`config.mk`:
```
export PLATFORM = sky130hd
export DESIGN_NAME = two_level_priority_rr_scheduler_core
export DESIGN_NICKNAME = d
export VERILOG_FILES = /design/src/design/tlprs_pkg.sv /design/src/design/two_level_priority_rr_scheduler_core.sv
export SDC_FILE = /design/constraint.sdc
export NUM_CORES = 2
export LEC_CHECK = 0
export BUFFER_PORTS_ARGS = -buffer_cell sky130_fd_sc_hd__buf_2
export CORE_ASPECT_RATIO = 1.4
export CORE_MARGIN = 1.5
export CORE_UTILIZATION = 67
export CTS_BUF_LIST = sky130_fd_sc_hd__clkbuf_4
export CTS_CLUSTER_DIAMETER = 200
export DETAILED_ROUTE_END_ITERATION = 7
export PLACE_DENSITY = 0.9
export SYNTH_ARGS = -nofsm -noshare
export SYNTH_HDL_FRONTEND = slang
export SYNTH_SLANG_ARGS = --single-unit
export TNS_END_PERCENT = 1
```
`constraint.sdc`:
```
create_clock -name clk -period 11.8 [get_ports clk]
set_input_delay 0 -clock clk [delete_from_list [all_inputs] [get_ports clk]]
set_output_delay 0 -clock clk [all_outputs]
set_load 0.05 [all_outputs]
```
`src/design/tlprs_pkg.sv`:
```
// types and constants shared by the scheduler core
package tlprs_pkg;

    localparam int ID_W   = 6;
    localparam int TICK_W = 32;
    localparam int RUN_W  = 48;

    localparam int MAX_PROCS_DEF   = 64;
    localparam int QUEUE_DEPTH_DEF = 64;

    typedef enum logic [1:0] {
        KIND_ENQUEUE  = 2'd0,
        KIND_YIELD    = 2'd1,
        KIND_BLOCK    = 2'd2,
        KIND_SCHEDULE = 2'd3
    } kind_t;

    typedef enum logic [1:0] {
        ST_CLEAR,
        ST_IDLE,
        ST_EXEC
    } state_t;

    typedef struct packed {
        kind_t             kind;
        logic [ID_W-1:0]   proc_id;
        logic              high_priority;
        logic [TICK_W-1:0] run_ticks;
    } item_t;

    typedef struct packed {
        logic             found;
        logic [ID_W-1:0]  picked_id;
        logic             from_low;
        logic             queue_full;
        logic [RUN_W-1:0] run_total;
    } result_t;

endpackage

```
`src/design/two_level_priority_rr_scheduler_core.sv`:
```
// two-queue strict priority scheduler with per-process runtime table
//
//   channel | direction | handshake                   | payload
//   item    | in        | item_valid / item_ready     | tlprs_pkg::item_t
//   result  | out       | result_valid / result_ready | tlprs_pkg::result_t
//
// each item passes ST_IDLE, which takes it and reads the runtime table and both
// queue heads, then ST_EXEC, which adds, saturates and writes back the runtime and
// pushes or pops a queue; item_ready is low in ST_EXEC. after reset a clearing pass
// zeroes the runtime table with item_ready low. one result register sits on the output:
// a new item is taken while a result still waits, and ST_EXEC holds until it is free.
module two_level_priority_rr_scheduler_core #(
    parameter int MAX_PROCS   = tlprs_pkg::MAX_PROCS_DEF,
    parameter int QUEUE_DEPTH = tlprs_pkg::QUEUE_DEPTH_DEF
) (
    input  logic               clk,
    input  logic               rst_n,
    input  logic               item_valid,
    output logic               item_ready,
    input  tlprs_pkg::item_t   item,
    output logic               result_valid,
    input  logic               result_ready,
    output tlprs_pkg::result_t result
);

    localparam int AW = (MAX_PROCS > 1) ? $clog2(MAX_PROCS) : 1;
    localparam int QW = (QUEUE_DEPTH > 1) ? $clog2(QUEUE_DEPTH) : 1;
    localparam int CW = $clog2(QUEUE_DEPTH + 1);
    localparam int SW = QW + 1;
    localparam int RW = tlprs_pkg::RUN_W;
    localparam int IW = tlprs_pkg::ID_W;

    // storage
    logic [RW-1:0] rt_mem [MAX_PROCS];
    logic [IW-1:0] hq_mem [QUEUE_DEPTH];
    logic [IW-1:0] lq_mem [QUEUE_DEPTH];

    tlprs_pkg::state_t  state_reg, state_next;
    logic [AW-1:0]      clr_idx_reg, clr_idx_next;
    tlprs_pkg::item_t   item_reg;
    logic [RW-1:0]      rt_rd_reg;
    logic [IW-1:0]      hq_rd_reg;
    logic [IW-1:0]      lq_rd_reg;
    logic [QW-1:0]      hhead_reg, hhead_next;
    logic [CW-1:0]      hcnt_reg, hcnt_next;
    logic [QW-1:0]      lhead_reg, lhead_next;
    logic [CW-1:0]      lcnt_reg, lcnt_next;
    logic               res_valid_reg, res_valid_next;
    tlprs_pkg::result_t res_reg;
    tlprs_pkg::result_t res_next;

    logic          accept;
    logic          fire;
    logic          clr_last;
    logic          in_id_ok;
    logic [AW-1:0] rd_addr;

    logic          is_push, is_rt, is_sched;
    logic          id_ok;
    logic [RW:0]   sum_wide;
    logic [RW-1:0] sum_sat;
    logic [QW-1:0] tgt_head;
    logic [CW-1:0] tgt_cnt;
    logic          tgt_full;
    logic [SW-1:0] slot_wide;
    logic [QW-1:0] slot;
    logic          pop_high, pop_low;

    logic          rt_we;
    logic [AW-1:0] rt_wa;
    logic [RW-1:0] rt_wd;
    logic          hq_we, lq_we;

    assign clr_last = (clr_idx_reg == AW'(MAX_PROCS - 1));
    assign accept   = item_valid && item_ready;

    // next state
    always_comb
    begin
        state_next   = state_reg;
        clr_idx_next = clr_idx_reg;
        case (state_reg)
            tlprs_pkg::ST_CLEAR:
            begin
                clr_idx_next = clr_idx_reg + AW'(1);
                if (clr_last)
                begin
                    state_next = tlprs_pkg::ST_IDLE;
                end
            end
            tlprs_pkg::ST_IDLE:
            begin
                if (item_valid)
                begin
                    state_next = tlprs_pkg::ST_EXEC;
                end
            end
            tlprs_pkg::ST_EXEC:
            begin
                if (!res_valid_reg || result_ready)
                begin
                    state_next = tlprs_pkg::ST_IDLE;
                end
            end
            default:
            begin
                state_next = tlprs_pkg::ST_IDLE;
            end
        endcase
    end

    // state outputs
    always_comb
    begin
        item_ready = 1'b0;
        fire       = 1'b0;
        case (state_reg)
            tlprs_pkg::ST_IDLE: item_ready = 1'b1;
            tlprs_pkg::ST_EXEC: fire = !res_valid_reg || result_ready;
            default:
            begin
                item_ready = 1'b0;
                fire       = 1'b0;
            end
        endcase
    end

    // read address for the incoming beat
    assign in_id_ok = ($unsigned(32'(item.proc_id)) < $unsigned(MAX_PROCS));
    assign rd_addr  = in_id_ok ? AW'(item.proc_id) : '0;

    // update datapath, works on the registered item and read data
    always_comb
    begin
        is_push  = (item_reg.kind == tlprs_pkg::KIND_ENQUEUE) ||
                   (item_reg.kind == tlprs_pkg::KIND_YIELD);
        is_rt    = (item_reg.kind == tlprs_pkg::KIND_YIELD) ||
                   (item_reg.kind == tlprs_pkg::KIND_BLOCK);
        is_sched = (item_reg.kind == tlprs_pkg::KIND_SCHEDULE);
        id_ok    = ($unsigned(32'(item_reg.proc_id)) < $unsigned(MAX_PROCS));

        sum_wide = {1'b0, rt_rd_reg} + (RW + 1)'(item_reg.run_ticks);
        sum_sat  = sum_wide[RW] ? {RW{1'b1}} : sum_wide[RW-1:0];

        tgt_head  = item_reg.high_priority ? hhead_reg : lhead_reg;
        tgt_cnt   = item_reg.high_priority ? hcnt_reg : lcnt_reg;
        tgt_full  = (tgt_cnt == CW'(QUEUE_DEPTH));
        slot_wide = SW'(tgt_head) + SW'(tgt_cnt);
        if (slot_wide >= SW'(QUEUE_DEPTH))
        begin
            slot_wide = slot_wide - SW'(QUEUE_DEPTH);
        end
        slot = slot_wide[QW-1:0];

        pop_high = is_sched && (hcnt_reg != '0);
        pop_low  = is_sched && (hcnt_reg == '0) && (lcnt_reg != '0);

        res_next.found      = pop_high || pop_low;
        res_next.picked_id  = pop_high ? hq_rd_reg : (pop_low ? lq_rd_reg : '0);
        res_next.from_low   = pop_low;
        res_next.queue_full = is_push && tgt_full;
        res_next.run_total  = (is_rt && id_ok) ? sum_sat : '0;

        // single write port on the runtime table, shared with the clearing pass
        if (state_reg == tlprs_pkg::ST_CLEAR)
        begin
            rt_we = 1'b1;
            rt_wa = clr_idx_reg;
            rt_wd = '0;
        end
        else
        begin
            rt_we = fire && is_rt && id_ok;
            rt_wa = AW'(item_reg.proc_id);
            rt_wd = sum_sat;
        end

        hq_we = fire && is_push && !tgt_full && item_reg.high_priority;
        lq_we = fire && is_push && !tgt_full && !item_reg.high_priority;

        hhead_next = hhead_reg;
        hcnt_next  = hcnt_reg;
        lhead_next = lhead_reg;
        lcnt_next  = lcnt_reg;
        if (fire)
        begin
            if (hq_we)
            begin
                hcnt_next = hcnt_reg + CW'(1);
            end
            if (lq_we)
            begin
                lcnt_next = lcnt_reg + CW'(1);
            end
            if (pop_high)
            begin
                hcnt_next  = hcnt_reg - CW'(1);
                hhead_next = (hhead_reg == QW'(QUEUE_DEPTH - 1)) ? '0 : hhead_reg + QW'(1);
            end
            if (pop_low)
            begin
                lcnt_next  = lcnt_reg - CW'(1);
                lhead_next = (lhead_reg == QW'(QUEUE_DEPTH - 1)) ? '0 : lhead_reg + QW'(1);
            end
        end

        if (fire)
        begin
            res_valid_next = 1'b1;
        end
        else if (result_ready)
        begin
            res_valid_next = 1'b0;
        end
        else
        begin
            res_valid_next = res_valid_reg;
        end
    end

    // control registers
    always_ff @(posedge clk or negedge rst_n)
    begin
        if (!rst_n)
        begin
            state_reg     <= tlprs_pkg::ST_CLEAR;
            clr_idx_reg   <= '0;
            hhead_reg     <= '0;
            hcnt_reg      <= '0;
            lhead_reg     <= '0;
            lcnt_reg      <= '0;
            res_valid_reg <= 1'b0;
        end
        else
        begin
            state_reg     <= state_next;
            clr_idx_reg   <= clr_idx_next;
            hhead_reg     <= hhead_next;
            hcnt_reg      <= hcnt_next;
            lhead_reg     <= lhead_next;
            lcnt_reg      <= lcnt_next;
            res_valid_reg <= res_valid_next;
        end
    end

    // payload registers
    always_ff @(posedge clk)
    begin
        if (accept)
        begin
            item_reg <= item;
        end
        if (fire)
        begin
            res_reg <= res_next;
        end
    end

    // runtime table, read on the accepted beat
    always_ff @(posedge clk)
    begin
        if (rt_we)
        begin
            rt_mem[rt_wa] <= rt_wd;
        end
        if (accept)
        begin
            rt_rd_reg <= rt_mem[rd_addr];
        end
    end

    // run queues, heads read on the accepted beat
    always_ff @(posedge clk)
    begin
        if (hq_we)
        begin
            hq_mem[slot] <= item_reg.proc_id;
        end
        if (accept)
        begin
            hq_rd_reg <= hq_mem[hhead_reg];
        end
    end

    always_ff @(posedge clk)
    begin
        if (lq_we)
        begin
            lq_mem[slot] <= item_reg.proc_id;
        end
        if (accept)
        begin
            lq_rd_reg <= lq_mem[lhead_reg];
        end
    end

    assign result_valid = res_valid_reg;
    assign result       = res_reg;

endmodule

```
==> impl_summary.txt, run 1 <==
----------------------------------------------------
[Logic synthesis]
  Dominant register cell in the synthesized netlist ... edfxtp_1
  Leading area contributor after synthesis ... edfxtp_1
  Cell types with the largest area share after synthesis ... edfxtp_1 (77%), mux4_2 (18%), nor2_1 (0.64%)
  Post-synthesis register bit count ... 4033
  Summed instance area of the synthesized netlist ... 156000 um^2
  EDFF count, synth ... 3998
  Share of the synthesized area in the top cell type ... 76.97%
  Register area share after synthesis ... 77.53%
  Post-synth net total ... 6637
  Synth warn ... 0
  Share of async-settable or async-resettable flops after synthesis ... 0.8678%
  Average cell area after synthesis ... 23.87 um^2
  Unique cell type count in the Yosys netlist ... 61
  Cell count after synthesis ... 6535

[Status]
  Outcome ... did not finish
  Halt Reason ... [ERROR DPL-0033] detailed placement checks failed during check placement.
  Terminating stage of the flow ... detailed placement

[Die]
  FP Rows ... 209
  Number of I/O pins ... 104
  Die extent in x ... 410.8 um
  Effective utilization at floorplan ... 67.40%
  Floorplan die height ... 573.9 um

[Placed design]
  Number of port buffers ... 103
  Estimated wirelength of the detail-placed design ... 294.7 mm
  Gpl congestion ... 0.9293

----------------------------------------------------
[synthesized netlist by cell type (all sizes together) (11+ instances only)]
| cell type | number |
|---|---|
| edfxtp | 3998 |
| and3 | 21 |
| nor3 | 12 |
| dfrtp | 35 |
| mux2i | 13 |
| inv | 25 |
| a21o | 21 |
| a21oi | 106 |
| nor2 | 267 |
| nand3 | 29 |
| mux2 | 17 |
| nand4 | 12 |
| nor2b | 17 |
| buf | 147 |
| a31oi | 11 |
| xor2 | 29 |
| ha | 53 |
| clkbuf | 186 |
| xnor2 | 34 |
| nand2b | 16 |
| nand2 | 95 |
| o21ai | 42 |
| mux4 | 1254 |
[stage by stage]
stage / setup WS [ns] / hold WS (ns)
2_1_floorplan: 5.187 / -0.2956
3_3_place_gp: 7.176 / 0.1805
[kinds of logic after synthesis]
| logic type | Yosys count | synth area share (%) |
|---|---|---|
| flops | 4033 | 77.53 |
| compound gates | 234 | 0.9241 |
| fa+ha+maj | 57 | 0.4765 |
| xor+xnor | 63 | 0.3538 |
| mux | 1284 | 18.31 |
| simple gates | 505 | 1.434 |
| buf+inv | 359 | 0.9666 |
==> inputs of run 2 (changes only) <==
Settings changed: CORE_ASPECT_RATIO 1.4 to default, CORE_UTILIZATION 67 to 40, CTS_BUF_LIST sky130_fd_sc_hd__clkbuf_4 to default, CTS_CLUSTER_DIAMETER 200 to default, PLACE_DENSITY 0.9 to default, PLACE_DENSITY_LB_ADDON from default to 0.15.
==> impl_summary.txt, run 2 <==
----------------------------------------------------
[Die]
  FP Rows ... 229 (+9.6%)
  Floorplan die height ... 627.5 um (+9.3%)
  Number of I/O pins ... 104 (unchanged)
  Effective utilization at floorplan ... 40.15% (-27 points)
  Die area ... 393700 um^2
  Die extent in x ... 627.5 um (+53%)
  Placeable core region ... 388500 um^2

[Clocking]
  H-tree levels ... 5
  Clock Latency Late Sink ... 0.98 ns
  CTS buffer count ... 423
  CTS Hold Bufs ... 78
  Clock-pin slew reported for the worst setup and hold paths after clock tree synthesis ... 0.06 ns
  Maximum buffer depth of the clock tree ... 4
  Post-CTS Setup Repair Bufs ... 0
  TritonCTS clock tree ... done
  Clock Sinks ... 4033
  Clk Tree Root Cell ... clkbuf_16
  Number of resized instances in the post-cts repair step ... 0

[STA]
  Achievable frequency ... 211.6 MHz
  Post-route fraction of the period consumed by the critical path ... 40.06%
  Max transition margin ... 9.880%
  Hold Slack ... 0.04793 ns
  Final worst clock skew ... 0.1120 ns
  Fin Setup TNS ... 0 ns
  Time the worst path needs with I/O delays and setup ... 4.727 ns
  Pins Over Slew Limit ... 0
  Worst-Margin Slew ... 1.349 ns
  Hold Vio Cnt, Final ... 0
  Setup repair after global routing missed its margin ... no
  Final setup violating endpoints ... 0

[Placed design]
  Cell total after placement ... 11.72k
  Estimated wirelength of the detail-placed design ... 256.9 mm (-13%)
  Number of port buffers ... 103 (unchanged)
  Gpl congestion ... 0.8217 (-12%)

[Logic synthesis]
  Most frequent cell after synthesis ... edfxtp_1
  Top cell types by occurrence after synthesis ... edfxtp_1 (3998), mux4_2 (1254), nor2_1 (266), clkbuf_1 (186), a21oi_1 (106)
  EDFF count, synth ... 3998 (unchanged)
  Post-synthesis register bit count ... 4033 (unchanged)
  Cell types with the largest area share after synthesis ... edfxtp_1 (77%), mux4_2 (18%), nor2_1 (0.64%)
  Average cell area after synthesis ... 23.87 um^2 (unchanged)
  Share of the synthesized area in the top cell type ... 76.97% (unchanged)
  Post-synth net total ... 6637 (unchanged)
  Register area share after synthesis ... 77.53% (unchanged)
  Summed instance area of the synthesized netlist ... 156000 um^2 (unchanged)
  Cell count after synthesis ... 6535 (unchanged)
  Synth warn ... 0 (unchanged)
  Unique cell type count in the Yosys netlist ... 61 (unchanged)
  Share of async-settable or async-resettable flops after synthesis ... 0.8678% (unchanged)
  Leading area contributor after synthesis ... edfxtp_1
  Dominant register cell in the synthesized netlist ... edfxtp_1

[Global route]
  Antenna violations before repair ... 37
  Largest net degree at the start of global routing ... 123
  Via count of the first global-routing pass ... 75.09k
  Total track usage ... 23.36%
  First-pass GRT wire length ... 633.6 mm
  Total overflow reported by the global router ... 0

[Finish]
  Count of non-filler cells in the finished layout ... 12.60k
  Largest registers in the final layout ... rt_mem: 3072 flops, hq_mem: 384 flops, lq_mem: 384 flops
  Most frequent cells in the layout ... edfxtp_1 (3998), mux4_2 (1254), clkbuf_16 (430), buf_4 (207), nor2_1 (186)
  Final layout net count ... 7146
  Register with the most flip-flops ... rt_mem
  # fillers ... 32.01k
  Number of flip-flops under the largest register name ... 3072
  Most frequent standard cell in the layout excluding fill and tap cells ... edfxtp_1
  Fraction of layout cells with a size suffix above 1 ... 31.83%
  Area added between synthesis and finish ... 14.99%

[Critical path]
  Worst setup path class ... reg -> reg
  Endpoint class of the critical path ... register
  Critical path data arrival time ... 5.26 ns
  Required time of the critical path ... 12.34 ns
  Critical Path Start Type ... register
  Biggest fanout along the worst timing path ... 59

[Routing]
  Pre-antenna DRT Iters ... 5
  Drt drc ... 0
  Routed Antenna Nets ... 0
  DR WL/cell ... 36.77 um
  Starting DRT DRC Count ... 9848
  Number of vias in the routed layout ... 75.08k
  Final wirelength ... 463.1 mm
  Mean number of vias per cell ... 5.961

[Worst hold path]
  Type of the most critical hold path ... in -> reg

[Power]
  Leakage dissipation ... 0.05561 uW
  Sum of internal, switching and leakage power ... 38790 uW
  Pwr dens ... 216.3 nW/um^2
  Maximum vdd drop ... 0.1648 mV

[Run]
  Max-cap viol count ... 0

[Status]
  Outcome ... finished, final reports clean

----------------------------------------------------
[run 2: cell counts after synthesis]
No cell type changed its count.
[run 2: logic make-up after synthesis]
group           count (synthesis)  share of synthesized area (%)
flops                        4033                          77.53
simple gates                  505                          1.434
fa+ha+maj                      57                         0.4765
buf+inv                       359                         0.9666
xor+xnor                       63                         0.3538
mux                          1284                          18.31
compound gates                234                         0.9241
[run 2: layout make-up]
type / instances / area [um^2] / area share [%]
clock buffers: 502 / 11030 / 6.150
diodes: 9 / 22.52 / 0.01256
clock inverters: 268 / 2688 / 1.498
well taps: 5197 / 6502 / 3.625
flip-flops and latches: 4033 / 120900 / 67.43
inverters: 26 / 97.59 / 0.05441
multi-input cells: 2143 / 34530 / 19.25
repair buffers: 417 / 3535 / 1.971
[run 2: metal layers]
layer	up-vias	wire [um]	track usage, %	share of wire [%]
met4	16	11410	5.343	2.5
met3	610	34580	3.881	7.5
met1	41990	193900	33.48	42
met5	-	112	0	0.024
li1	29160	-	-	-
met2	3304	223000	37.70	48
[run 2: final timing paths]
path / from / end / slack [ns] / cells past startpoint
setup reg to reg: state_reg[1] / rt_mem[62][46] / 7.07 / 8
setup / recovery: state_reg[1] / rt_mem[62][46] / 7.07 / 8
hold reg to reg: hcnt_reg[6] / hcnt_reg[6] / 0.50 / 1
hold / removal: item[3] / item_reg[3] / 0.05 / 2
min in group asynchronous: rst_n / clr_idx_reg[1] / 0.20 / 4
max in group asynchronous: rst_n / hhead_reg[2] / 11.35 / 4
[run 2: stage by stage]
step	utilization [%]	instance area, um^2	worst slack (ns)
floorplan	-	156000	5.187
global placement	42.32	164400	6.998
detailed placement	42.34	164500	6.906
CTS	46.07	179000	6.893
global route	46.16	179400	6.902
finish	46.16	179400	7.073
[run 2: critical path: stages, from the launching register on]
cell,delay (ns)
dfrtp_1,0.48
nor2_4,0.16
buf_12,0.48
and3_1,0.30
a31oi_1,0.08
nand2b_1,0.27
nand2b_1,0.52
nor2_4,1.01
buf_4,0.86
[run 2: where the power goes]
group / switching, uW / internal (uW)
registers: 333 / 18600
logic: 4770 / 1840
clock network: 5610 / 7650
(Power assumes the default switching activity.)
